--- src/rtl/owbm_pkg.sv ---
`timescale 1ns / 1ps
package owbm_pkg;

	// wait counter width
	localparam int WAIT_W = 10;
	localparam int CFG_W = 10;
	localparam int EXT_W = (CFG_W > WAIT_W) ? CFG_W : WAIT_W;
	localparam int IDX_W = 4;

	// request codes
	localparam logic [1:0] REQ_TICK  = 2'd0;
	localparam logic [1:0] REQ_RESET = 2'd1;
	localparam logic [1:0] REQ_WRITE = 2'd2;
	localparam logic [1:0] REQ_READ  = 2'd3;

	// register indexes
	localparam logic [IDX_W-1:0] REG_RESET_LOW   = 4'd0;
	localparam logic [IDX_W-1:0] REG_PRES_WAIT   = 4'd1;
	localparam logic [IDX_W-1:0] REG_RESET_TAIL  = 4'd2;
	localparam logic [IDX_W-1:0] REG_SLOT        = 4'd3;
	localparam logic [IDX_W-1:0] REG_RECOVERY    = 4'd4;
	localparam logic [IDX_W-1:0] REG_READ_SAMPLE = 4'd5;
	localparam logic [IDX_W-1:0] REG_WRITE_LOW   = 4'd6;
	localparam logic [IDX_W-1:0] REG_READ_LOW    = 4'd7;

	// phase codes
	localparam logic [3:0] PH_IDLE        = 4'd0;
	localparam logic [3:0] PH_RST_LOW     = 4'd1;
	localparam logic [3:0] PH_RST_RELEASE = 4'd2;
	localparam logic [3:0] PH_RST_SAMPLE  = 4'd3;
	localparam logic [3:0] PH_RST_END     = 4'd4;
	localparam logic [3:0] PH_WR_LOW      = 4'd5;
	localparam logic [3:0] PH_WR_DATA     = 4'd6;
	localparam logic [3:0] PH_WR_RECOVER  = 4'd7;
	localparam logic [3:0] PH_WR_END      = 4'd8;
	localparam logic [3:0] PH_RD_LOW      = 4'd9;
	localparam logic [3:0] PH_RD_RELEASE  = 4'd10;
	localparam logic [3:0] PH_RD_SAMPLE   = 4'd11;
	localparam logic [3:0] PH_RD_NEXT     = 4'd12;

	localparam logic [CFG_W-1:0] START_WAIT = 10'd3;
	localparam logic [3:0] BITS_PER_BYTE = 4'd8;

	typedef struct packed {
		logic [CFG_W-1:0] reset_low_us;
		logic [CFG_W-1:0] presence_wait_us;
		logic [CFG_W-1:0] reset_tail_us;
		logic [CFG_W-1:0] slot_us;
		logic [CFG_W-1:0] recovery_us;
		logic [CFG_W-1:0] read_sample_us;
		logic [CFG_W-1:0] write_low_us;
		logic [CFG_W-1:0] read_low_us;
	} cfg_t;

	typedef struct packed {
		logic       pin_drive_enable;
		logic       pin_level;
		logic       busy_res;
		logic       cmd_rejected;
		logic       op_done;
		logic [7:0] read_byte;
		logic       device_present;
	} res_t;

	// saturate a register value into the wait counter range
	function automatic logic [WAIT_W-1:0] sat_wait(input logic [CFG_W-1:0] v);
		logic [EXT_W-1:0] v_ext;
		logic [EXT_W-1:0] max_ext;
		logic [EXT_W-1:0] r;
		v_ext = EXT_W'(v);
		max_ext = EXT_W'({WAIT_W{1'b1}});
		r = (v_ext > max_ext) ? max_ext : v_ext;
		return r[WAIT_W-1:0];
	endfunction

endpackage

--- src/rtl/owbm_cfg_regs.sv ---
`timescale 1ns / 1ps
module owbm_cfg_regs (
	input  logic                        clk,
	input  logic                        arst_n,
	input  logic                        wr_en,
	input  logic [owbm_pkg::IDX_W-1:0]  wr_index,
	input  logic [owbm_pkg::CFG_W-1:0]  wr_data,
	output owbm_pkg::cfg_t              cfg
);

	owbm_pkg::cfg_t cfg_q;

	always_ff @(posedge clk or negedge arst_n) begin
		if (!arst_n) begin
			cfg_q.reset_low_us     <= 10'd480;
			cfg_q.presence_wait_us <= 10'd70;
			cfg_q.reset_tail_us    <= 10'd410;
			cfg_q.slot_us          <= 10'd60;
			cfg_q.recovery_us      <= 10'd10;
			cfg_q.read_sample_us   <= 10'd5;
			cfg_q.write_low_us     <= 10'd2;
			cfg_q.read_low_us      <= 10'd1;
		end else if (wr_en) begin
			unique case (wr_index)
				owbm_pkg::REG_RESET_LOW:   cfg_q.reset_low_us     <= wr_data;
				owbm_pkg::REG_PRES_WAIT:   cfg_q.presence_wait_us <= wr_data;
				owbm_pkg::REG_RESET_TAIL:  cfg_q.reset_tail_us    <= wr_data;
				owbm_pkg::REG_SLOT:        cfg_q.slot_us          <= wr_data;
				owbm_pkg::REG_RECOVERY:    cfg_q.recovery_us      <= wr_data;
				owbm_pkg::REG_READ_SAMPLE: cfg_q.read_sample_us   <= wr_data;
				owbm_pkg::REG_WRITE_LOW:   cfg_q.write_low_us     <= wr_data;
				owbm_pkg::REG_READ_LOW:    cfg_q.read_low_us      <= wr_data;
				default: ;
			endcase
		end
	end

	assign cfg = cfg_q;

endmodule

--- src/rtl/owbm_core.sv ---
`timescale 1ns / 1ps
module owbm_core (
	input  logic           clk,
	input  logic           arst_n,
	input  logic           fire,
	input  logic [1:0]     req_type,
	input  logic [7:0]     write_byte,
	input  logic           line_level,
	input  owbm_pkg::cfg_t cfg,
	output owbm_pkg::res_t res
);

	logic [3:0]                  phase_q, phase_d;
	logic [owbm_pkg::WAIT_W-1:0] wait_q, wait_d, wait_dec;
	logic                        origin_q, origin_d;
	logic [7:0]                  shift_q, shift_d;
	logic [3:0]                  bits_q, bits_d, bits_dec, wr_pos;
	logic                        busy_q, busy_d;
	logic                        pres_q, pres_d;
	logic                        den_q, den_d;
	logic                        dlv_q, dlv_d;
	logic                        proceed, rejected, done;

	assign wait_dec = wait_q - owbm_pkg::WAIT_W'(1);
	assign bits_dec = bits_q - 4'd1;
	assign wr_pos   = owbm_pkg::BITS_PER_BYTE - bits_q;

	always_comb begin
		phase_d  = phase_q;
		wait_d   = wait_q;
		origin_d = origin_q;
		shift_d  = shift_q;
		bits_d   = bits_q;
		busy_d   = busy_q;
		pres_d   = pres_q;
		den_d    = den_q;
		dlv_d    = dlv_q;
		proceed  = 1'b1;
		rejected = 1'b0;
		done     = 1'b0;
		if (req_type == owbm_pkg::REQ_TICK) begin
			// first tick after a start marks the time origin and does not count the wait down
			if (origin_q) begin
				origin_d = 1'b0;
				if (wait_q != '0) proceed = 1'b0;
			end else if (wait_q != '0) begin
				wait_d = wait_dec;
				if (wait_dec != '0) proceed = 1'b0;
			end
			if (proceed) begin
				unique case (phase_q)
					owbm_pkg::PH_IDLE: ;
					owbm_pkg::PH_RST_LOW: begin
						den_d   = 1'b1;
						dlv_d   = 1'b0;
						wait_d  = owbm_pkg::sat_wait(cfg.reset_low_us);
						phase_d = owbm_pkg::PH_RST_RELEASE;
					end
					owbm_pkg::PH_RST_RELEASE: begin
						den_d   = 1'b0;
						wait_d  = owbm_pkg::sat_wait(cfg.presence_wait_us);
						phase_d = owbm_pkg::PH_RST_SAMPLE;
					end
					owbm_pkg::PH_RST_SAMPLE: begin
						pres_d  = line_level;
						wait_d  = owbm_pkg::sat_wait(cfg.reset_tail_us);
						phase_d = owbm_pkg::PH_RST_END;
					end
					owbm_pkg::PH_WR_LOW: begin
						den_d   = 1'b1;
						dlv_d   = 1'b0;
						wait_d  = owbm_pkg::sat_wait(cfg.write_low_us);
						phase_d = owbm_pkg::PH_WR_DATA;
					end
					owbm_pkg::PH_WR_DATA: begin
						// a one releases the line early
						if (shift_q[wr_pos[2:0]]) den_d = 1'b0;
						wait_d  = owbm_pkg::sat_wait(cfg.slot_us);
						phase_d = owbm_pkg::PH_WR_RECOVER;
					end
					owbm_pkg::PH_WR_RECOVER: begin
						den_d   = 1'b0;
						wait_d  = owbm_pkg::sat_wait(cfg.recovery_us);
						bits_d  = bits_dec;
						phase_d = (bits_dec != 4'd0) ? owbm_pkg::PH_WR_LOW
							: owbm_pkg::PH_WR_END;
					end
					owbm_pkg::PH_RD_LOW: begin
						den_d   = 1'b1;
						dlv_d   = 1'b0;
						wait_d  = owbm_pkg::sat_wait(cfg.read_low_us);
						phase_d = owbm_pkg::PH_RD_RELEASE;
					end
					owbm_pkg::PH_RD_RELEASE: begin
						den_d   = 1'b0;
						wait_d  = owbm_pkg::sat_wait(cfg.read_sample_us);
						phase_d = owbm_pkg::PH_RD_SAMPLE;
					end
					owbm_pkg::PH_RD_SAMPLE: begin
						shift_d = {line_level, shift_q[7:1]};
						wait_d  = owbm_pkg::sat_wait(cfg.slot_us);
						phase_d = owbm_pkg::PH_RD_NEXT;
					end
					owbm_pkg::PH_RD_NEXT: begin
						bits_d = bits_dec;
						if (bits_dec != 4'd0) begin
							phase_d = owbm_pkg::PH_RD_LOW;
						end else begin
							phase_d = owbm_pkg::PH_IDLE;
							busy_d  = 1'b0;
							done    = 1'b1;
						end
					end
					owbm_pkg::PH_RST_END, owbm_pkg::PH_WR_END: begin
						phase_d = owbm_pkg::PH_IDLE;
						busy_d  = 1'b0;
						done    = 1'b1;
					end
					default: begin
						// undefined phase code: back to idle without done
						phase_d = owbm_pkg::PH_IDLE;
						busy_d  = 1'b0;
					end
				endcase
			end
		end else if (busy_q) begin
			rejected = 1'b1;
		end else begin
			unique case (req_type)
				owbm_pkg::REQ_RESET: begin
					den_d   = 1'b1;
					dlv_d   = 1'b1;
					wait_d  = owbm_pkg::sat_wait(owbm_pkg::START_WAIT);
					phase_d = owbm_pkg::PH_RST_LOW;
					pres_d  = 1'b1;
				end
				owbm_pkg::REQ_WRITE: begin
					bits_d  = owbm_pkg::BITS_PER_BYTE;
					shift_d = write_byte;
					phase_d = owbm_pkg::PH_WR_LOW;
				end
				owbm_pkg::REQ_READ: begin
					shift_d = 8'd0;
					bits_d  = owbm_pkg::BITS_PER_BYTE;
					phase_d = owbm_pkg::PH_RD_LOW;
				end
				default: ;
			endcase
			origin_d = 1'b1;
			busy_d   = 1'b1;
		end
	end

	always_ff @(posedge clk or negedge arst_n) begin
		if (!arst_n) begin
			phase_q  <= owbm_pkg::PH_IDLE;
			wait_q   <= '0;
			origin_q <= 1'b0;
			shift_q  <= 8'd0;
			bits_q   <= 4'd0;
			busy_q   <= 1'b0;
			pres_q   <= 1'b1;
			den_q    <= 1'b0;
			dlv_q    <= 1'b1;
		end else if (fire) begin
			phase_q  <= phase_d;
			wait_q   <= wait_d;
			origin_q <= origin_d;
			shift_q  <= shift_d;
			bits_q   <= bits_d;
			busy_q   <= busy_d;
			pres_q   <= pres_d;
			den_q    <= den_d;
			dlv_q    <= dlv_d;
		end
	end

	assign res.pin_drive_enable = den_d;
	assign res.pin_level        = dlv_d;
	assign res.busy_res         = busy_d;
	assign res.cmd_rejected     = rejected;
	assign res.op_done          = done;
	assign res.read_byte        = shift_d;
	assign res.device_present   = ~pres_d;

endmodule

--- src/rtl/onewire_bus_master.sv ---
`timescale 1ns / 1ps
// 1-wire bus master, advanced by one-microsecond tick beats on the input channel.
// input beat: req_type (tick, start reset, start write, start read), write_byte,
// line_level (bus level sampled for this beat; used only on sampling ticks).
// every input beat yields exactly one output beat with the pin controls, busy,
// reject and done flags, the byte register and the presence flag.
// a start beat while busy is rejected and changes nothing; ticks while idle do nothing.
// config port: cfg_index / cfg_data write the eight wait registers; cfg_ready is
// always high. write only while no beat is in flight.
// an accepted input beat is registered and shows on the output in the next cycle.
// throughput: one beat per cycle unless the receiver stalls; the whole update for a beat is one pass of
// sequencer logic into the state registers and the output register.
// when the receiver stalls, in_ready follows out_ready so a held result is never
// overwritten; the next beat is taken in the same cycle the held one drains.
// reset: phase idle, line released, level register high, no device present,
// wait registers at their default timings, output channel empty.
module onewire_bus_master (
	input  logic                        clk,
	input  logic                        arst_n,
	// input channel
	input  logic                        in_valid,
	output logic                        in_ready,
	input  logic [1:0]                  req_type,
	input  logic [7:0]                  write_byte,
	input  logic                        line_level,
	// output channel
	output logic                        out_valid,
	input  logic                        out_ready,
	output logic                        pin_drive_enable,
	output logic                        pin_level,
	output logic                        busy_res,
	output logic                        cmd_rejected,
	output logic                        op_done,
	output logic [7:0]                  read_byte,
	output logic                        device_present,
	// config write channel
	input  logic                        cfg_valid,
	output logic                        cfg_ready,
	input  logic [owbm_pkg::IDX_W-1:0]  cfg_index,
	input  logic [owbm_pkg::CFG_W-1:0]  cfg_data
);

	owbm_pkg::cfg_t cfg;
	owbm_pkg::res_t res_next;
	owbm_pkg::res_t res_q;
	logic           out_valid_q;
	logic           fire;

	// output register empty or draining this cycle
	assign in_ready  = ~out_valid_q | out_ready;
	assign fire      = in_valid & in_ready;
	assign cfg_ready = 1'b1;

	owbm_cfg_regs u_cfg (
		.clk      (clk),
		.arst_n   (arst_n),
		.wr_en    (cfg_valid),
		.wr_index (cfg_index),
		.wr_data  (cfg_data),
		.cfg      (cfg)
	);

	// phase sequencer and bus state
	owbm_core u_core (
		.clk        (clk),
		.arst_n     (arst_n),
		.fire       (fire),
		.req_type   (req_type),
		.write_byte (write_byte),
		.line_level (line_level),
		.cfg        (cfg),
		.res        (res_next)
	);

	// result register
	always_ff @(posedge clk or negedge arst_n) begin
		if (!arst_n) begin
			out_valid_q <= 1'b0;
		end else if (fire) begin
			out_valid_q <= 1'b1;
		end else if (out_ready) begin
			out_valid_q <= 1'b0;
		end
	end

	always_ff @(posedge clk) begin
		if (fire) begin
			res_q <= res_next;
		end
	end

	assign out_valid        = out_valid_q;
	assign pin_drive_enable = res_q.pin_drive_enable;
	assign pin_level        = res_q.pin_level;
	assign busy_res         = res_q.busy_res;
	assign cmd_rejected     = res_q.cmd_rejected;
	assign op_done          = res_q.op_done;
	assign read_byte        = res_q.read_byte;
	assign device_present   = res_q.device_present;

endmodule

--- config.mk ---
export PLATFORM = sky130hd
export DESIGN_NAME = onewire_bus_master
export DESIGN_NICKNAME = d
export VERILOG_FILES = /design/src/rtl/owbm_pkg.sv /design/src/rtl/owbm_cfg_regs.sv /design/src/rtl/owbm_core.sv /design/src/rtl/onewire_bus_master.sv
export SDC_FILE = /design/constraint.sdc
export NUM_CORES = 1
export LEC_CHECK = 0
export ABC_CLOCK_PERIOD_IN_PS = 3100
export BUFFER_PORTS_ARGS = -buffer_cell sky130_fd_sc_hd__buf_4
export CAP_MARGIN = 20
export CORE_MARGIN = 3
export CORE_UTILIZATION = 30
export DETAILED_ROUTE_END_ITERATION = 8
export GPL_ROUTABILITY_DRIVEN = 0
export SLEW_MARGIN = 20
export SYNTH_ARGS = -nofsm -noshare
export SYNTH_HDL_FRONTEND = slang
export SYNTH_SLANG_ARGS = --single-unit
--- constraint.sdc ---
create_clock -name clk -period 3.1 [get_ports clk]
set_clock_uncertainty 0.1 [all_clocks]
set_input_delay 0.62 -clock clk [delete_from_list [all_inputs] [get_ports clk]]
set_output_delay 0.62 -clock clk [all_outputs]
set_load 0.02 [all_outputs]
Yosys cells after proc, flatten, opt, wreduce, memory -nomap -nowiden
Index checks and enable logic that the tools add are counted.
{ "totals": {"regBits": 126, "inputBits": 30, "output_inout_bits": 17, "wordCells": 163} }
{ "classes": {"addsub": 3, "order_cmp": 9, "n_eq_ne": 26, "n_mux": 66, "bitwise_logic": 4, "reduce_logical": 30} }
{ "op_table": {"columns": ["cell", "n"], "rows": [
  ["10-bit 2-to-1 mux", 14],
  ["10-bit greater-than comparator, second input constant", 8],
  ["10-bit one-hot mux with 8 select lines", 1],
  ["4-bit one-hot mux with 11 select lines", 1],
  ["4-bit 2-to-1 mux", 10],
  ["4-bit by 3-bit == test with 1-bit output, second input constant", 8],
  ["8-bit 2-to-1 mux", 4],
  ["1-bit 2-to-1 mux", 30],
  ["4-bit == test, second input constant", 5],
  ["2-bit AND reduction", 10],
  ["10-bit nonzero test", 2],
  ["4-bit by 2-bit == test with 1-bit output, second input constant", 4],
  ["8-bit one-hot mux with 2 select lines", 1],
  ["4-bit one-hot mux with 3 select lines", 1],
  ["5-bit AND reduction", 2],
  ["10-bit OR reduction", 1],
  ["10-bit by 1-bit subtractor with 10-bit output, second input constant", 1],
  ["4-bit by 1-bit == test with 1-bit output, second input constant", 2],
  ["4-bit zero test", 2],
  ["2-bit inequality test, second input constant", 4],
  ["4-bit nonzero test", 2],
  ["2-bit OR reduction", 4],
  ["2-bit nonzero test", 3],
  ["3-bit OR reduction", 2],
  ["13 further kinds", 16]
]} }

Depth between registers and ports, before layout
{ "logic_depth": {"depth_word": 9, "ltp_mapped": 10} }

Modules after synthesis
Synthesis repeated with hierarchy kept, for this count alone.
{ "unflattened": {"hier_cells": 611, "hier_area_um2": 6844.1} }
{ "by_module_without_submodules": {"columns": ["module", "instances", "cells_per_inst", "area_per_inst_um2"], "rows": [
  ["owbm_core", 1, 413, 3180.6],
  ["owbm_cfg_regs", 1, 178, 3178.0],
  ["onewire_bus_master", 1, 20, 485.5]
]} }

Worst setup path after synthesis
Ideal clock, no wire load.
{ "synth_timing": {"kind": "input to register", "from": "input port out_ready", "to": "register u_core.shift_q[0]", "setup_ns": 0.126, "arrival_time_ns": 2.168, "slack_ns": 0.706, "stages": 6, "path_cell_list": "nand2b_1 > nand2_1 > clkbuf_1 > inv_1 > o21ai_4 > a221o_1"} }
{ "synth_via": {"elab_chain_len": 2} }
{ "synth_rtl": {"columns": ["item", "line", "source"], "rows": [
  ["from (decl)", "onewire_bus_master.sv:28", "input logic out_ready,"],
  ["1-bit OR", "onewire_bus_master.sv:50", "assign in_ready = ~out_valid_q | out_ready;"],
  ["1-bit AND", "onewire_bus_master.sv:51", "assign fire = in_valid & in_ready;"],
  ["via fire", "onewire_bus_master.sv:47", "logic fire;"],
  ["to (signal assigned)", "owbm_core.sv:169", "shift_q <= shift_d;"],
  ["to (decl)", "owbm_core.sv:16", "logic [7:0] shift_q, shift_d;"]
]} }
The timed path passes the listed nets, and every way through them passes these cells.
A chain may end at the register's enable or synchronous reset.

Final worst setup path
{ "layout_timing": {"from": "register u_core.wait_q[0] in the netlist's numbering", "to": "register u_core.phase_q[1]"} }
{ "layout_via": {"elab_chain_len": 8, "elab_cells_between_ends": 10} }
{ "layout_rtl": {"columns": ["item", "line", "source"], "rows": [
  ["from (decl)", "owbm_core.sv:14", "logic [owbm_pkg::WAIT_W-1:0] wait_q, wait_d, wait_dec;"],
  ["from (signal assigned)", "owbm_core.sv:167", "wait_q <= wait_d;"],
  ["10-bit by 1-bit subtractor with 10-bit output", "owbm_core.sv:24", "assign wait_dec = wait_q - owbm_pkg::WAIT_W'(1);"],
  ["10-bit nonzero test", "owbm_core.sv:48", "if (wait_dec != '0) proceed = 1'b0;"],
  ["1-bit 2-to-1 mux", "owbm_core.sv:48", null],
  ["1-bit 2-to-1 mux", "owbm_core.sv:46", "end else if (wait_q != '0) begin"],
  ["1-bit 2-to-1 mux (*)", "owbm_core.sv:43", "if (origin_q) begin"],
  ["1-bit 2-to-1 mux (*)", "owbm_core.sv:41", "if (req_type == owbm_pkg::REQ_TICK) begin"],
  ["2-bit inequality test (no source line) (*)", null, null],
  ["5-bit AND reduction (no source line) (*)", null, null],
  ["to (signal assigned)", "owbm_core.sv:156", "phase_q <= owbm_pkg::PH_IDLE;"],
  ["to (signal assigned)", "owbm_core.sv:166", "phase_q <= phase_d;"],
  ["to (decl)", "owbm_core.sv:13", "logic [3:0] phase_q, phase_d;"]
]} }
Every way passes the cells marked *; elsewhere a longest branch is shown, timed or not. The select of a mux whose other input is x is not followed.

==> key figures <==
Floorplan
  – Boundary pin count: 47
  – Core Region: 0.0221 mm2
  – Std cell rows: 54
  – Chip height: 157 um
  – Die Wd: 157 um
  – Initial cell density of the core: 30.9%
  – Die area: 0.0246 mm2

Final layout
  – Multi-input gate area: 0.00339 mm2
  – Antenna fix cells: 0
  – Fill cells: 2,163
  – Layout cells sized above 1: 33.9%
  – Final #Nets: 702
  – Cell area after layout: 0.00819 mm2
  – Area delta synth->final: 20.0%
  – Sequential cell area: 0.00325 mm2

CTS
  – CTS Root Buffer Type: clkbuf_16
  – Setup bufs post-CTS: 0
  – Clock Path Buffers: 2
  – Hold_buf cts: 0
  – Clock slew at reported path FFs: 0.06 ns
  – CTS Buf Count: 17
  – Clk sinks: 126
  – CTS tree: done
  – Clk_lat worst skew: 0.42 ns
  – Cts repair resizes: 0
  – Htree depth: 4

Place
  – Placed cell area: 0.00757 mm2
  – Port Buffers: 45
  – HPWL after detailed placement: 12,700 um

Synth
  – Post-synth EDFFs: 14
  – Yosys reg bits: 126
  – Largest family of logic cells by synthesized area: compound AO/OA/AOI/OAI gates
  – Synth Cell Area: 0.00682 mm2
  – Cells after Synth: 612
  – Synth top area share: 32.3%
  – Synth top cells by count: dfrtp_1 (88), mux2_2 (83), nor2_1 (37)
  – Ys async rst share: 88.9%
  – Count of cell types in the netlist: 78
  – Synth Area in Compound Gates: 19.1%
  – Fraction of synthesized cell area in xor and xnor cells: 0.128%
  – Avg Cell Area, Syn: 11.1 um2
  – Mux cell area share after synthesis: 16.6%
  – Sequential area share after synthesis: 47.7%
  – Top_reg_cell synth: dfrtp_1
  – Synth top area cells: dfrtp_1 (32%), mux2_2 (14%), dfstp_2 (9.2%)
  – Yosys top cell by area: dfrtp_1
  – Post-synthesis adder-cell area fraction: 0.734%
  – Yosys warning count: 0
  – Syn nets: 646
  – Simple-Gate Fraction of Synth Area: 12.9%
  – Most frequent cell after synthesis: dfrtp_1

Route
  – Routed via count: 5,297
  – Initial DRC Count: 385
  – Router iterations before antenna repair: 5
  – ANT nets after route: 0
  – DR DRC count: 0
  – Routed WL: 18,600 um
  – Wire per inst: 19.4 um
  – Post-DR vias/cell: 5.51

Critical path
  – CP arrival: 2.97 ns
  – Slowest cell on the critical path: dfrtp_1
  – Critical path type: reg2reg
  – Crit path required time: 3.36 ns
  – CP cell instances: inv_1 -> ha_1 -> o41a_1 -> a2bb2oi_4 -> o21ai_2 -> buf_4 -> and2_1 -> a31o_1
  – Worst path top cell family by delay: compound AO/OA/AOI/OAI gates
  – Startpoint Class: flip-flop
  – WP buf/inv: 2
  – Crit Path Max Fanout: 10
  – Critical Path Sink Type: flip-flop
  – Max stage delay on crit path: 0.49 ns

Job
  – MaxCap Viol Count: 0

Timing
  – Min Clock Period, post-route: 2.71 ns
  – Max-slew violations: 0
  – Slew HR: 57.7%
  – Slew @ Worst Pin: 0.631 ns
  – Final hold violation count: 0
  – Final setup vio count: 0
  – Maximum clock frequency: 0.369 GHz
  – RSZ-0062 raised after global routing: no
  – Final worst-path cycle share: 87.3%
  – Setup TNS Final: 0 ns

Global route
  – Initial antenna violation count: 0
  – First-pass GRT wire length: 29,700 um
  – Congestion Overflow GR: 0
  – Largest net degree at the start of global routing: 48
  – Tot GR Track Use: 15.5%
  – Vias in the first global route: 5,186

Outcome
  – Status: finished, final reports clean

Pwr
  – Power per cell area: 867 mW/mm2
  – Peak VDD IR: 0.552 mV
  – Leak pwr: 0.00328 uW

Min path
  – Worst hold path class: in2async
-- power by group --
part	total (uW)	leakage [uW]	switching, uW	internal (uW)
logic	2480	0.00150	1430	1050
registers	2530	0.00148	383	2140
clock network	2090	0.000307	788	1300
total	7100	0.00328	2600	4500
-- final cells by class --
cell class / count / area share [%]
clock inverters: 14 / 2.15
inverters: 13 / 0.596
flip-flops and latches: 126 / 39.7
repair buffers: 69 / 6.48
multi-input cells: 441 / 41.4
well taps: 280 / 4.28
clock buffers: 18 / 5.36
-- flip-flops by register name, summed over array words and instances (netlist names), 4 cells and up, named ones only --
register and cells:
u_cfg.cfg 80, u_core.wait_q 10, read_byte 8, u_core.shift_q 8, u_core.bits_q 4, u_core.phase_q 4
-- final timing paths --
path,slack [ns],startpoint,depth (start not counted),to
min in group clk,0.33,in_valid,2,out_valid
hold / removal,0.12,arst_n,1,u_cfg.cfg[34]
hold reg to reg,0.40,u_cfg.cfg[73],1,u_cfg.cfg[73]
setup reg to reg,0.39,u_core.wait_q[0],8,u_core.phase_q[1]
setup / recovery,0.39,u_core.wait_q[0],8,u_core.phase_q[1]
max in group asynchronous,2.03,arst_n,2,u_cfg.cfg[22]
-- worst register-to-register path: cells and delay by family (launching register included) --
family / cells / cell delay (ns)
and+or+nand+nor: 1 / 0.20
DFF: 1 / 0.49
AOI/OAI and AO/OA: 4 / 1.23
buffers and inverters: 2 / 0.31
adders and majority gates: 1 / 0.32
-- kinds of logic after synthesis --
family / after synthesis
and+or+nand+nor: 164
other: 1
adders and majority gates: 4
xor gates and xnor gates: 1
DFF: 126
AOI/OAI and AO/OA: 172
muxes: 99
buffers and inverters: 45
-- placed cells by master, fill, tap and decap left out, types with 4 or more instances in the layout --
| cell type | n |
|---|---|
| a211oi_1 | 5 |
| a21oi_1 | 30 |
| a221oi_1 | 8 |
| a22o_1 | 16 |
| a22oi_1 | 17 |
| a31oi_1 | 9 |
| a32oi_1 | 5 |
| and3_1 | 5 |
| buf_4 | 68 |
| clkbuf_16 | 17 |
| dfrtp_1 | 88 |
| dfstp_2 | 24 |
| edfxtp_1 | 14 |
| ha_1 | 4 |
| inv_1 | 12 |
| inv_6 | 6 |
| mux2_2 | 83 |
| mux2i_1 | 11 |
| nand2_1 | 29 |
| nand2b_1 | 9 |
| nand3_1 | 17 |
| nand3b_1 | 6 |
| nor2_1 | 37 |
| nor2b_1 | 13 |
| nor3_1 | 12 |
| nor3b_1 | 8 |
| o21a_1 | 5 |
| o21ai_0 | 24 |
| o21ai_1 | 4 |
| o22ai_1 | 4 |
| o2bb2ai_1 | 8 |
| o32ai_1 | 4 |
| or3_1 | 6 |
-- per-stage QoR --
step | hold WS [ns] | std cells | power, uW | setup slack [ns] | util (%)
2_1_floorplan | 0.224 | 612 | 4220 | 0.706 | -
3_3_place_gp | 0.379 | 929 | 4970 | 0.506 | 34.3
3_5_place_dp | 0.391 | 929 | 5000 | 0.466 | 34.3
4_1_cts | 0.140 | 961 | 7110 | 0.415 | 37.1
5_1_grt | 0.161 | 961 | 7490 | 0.192 | 37.1
6_report | 0.121 | 961 | 7100 | 0.392 | 37.1
-- metal layers --
layer	vias to the layer above	track usage, %	share of wire (%)
li1	2458	-	-
met3	24	2.49	5.0
met5	-	0	0
met1	2661	22.6	49
met2	154	23.7	45
met4	0	4.71	1.3
Note: power is estimated with default switching activity, not from simulation.
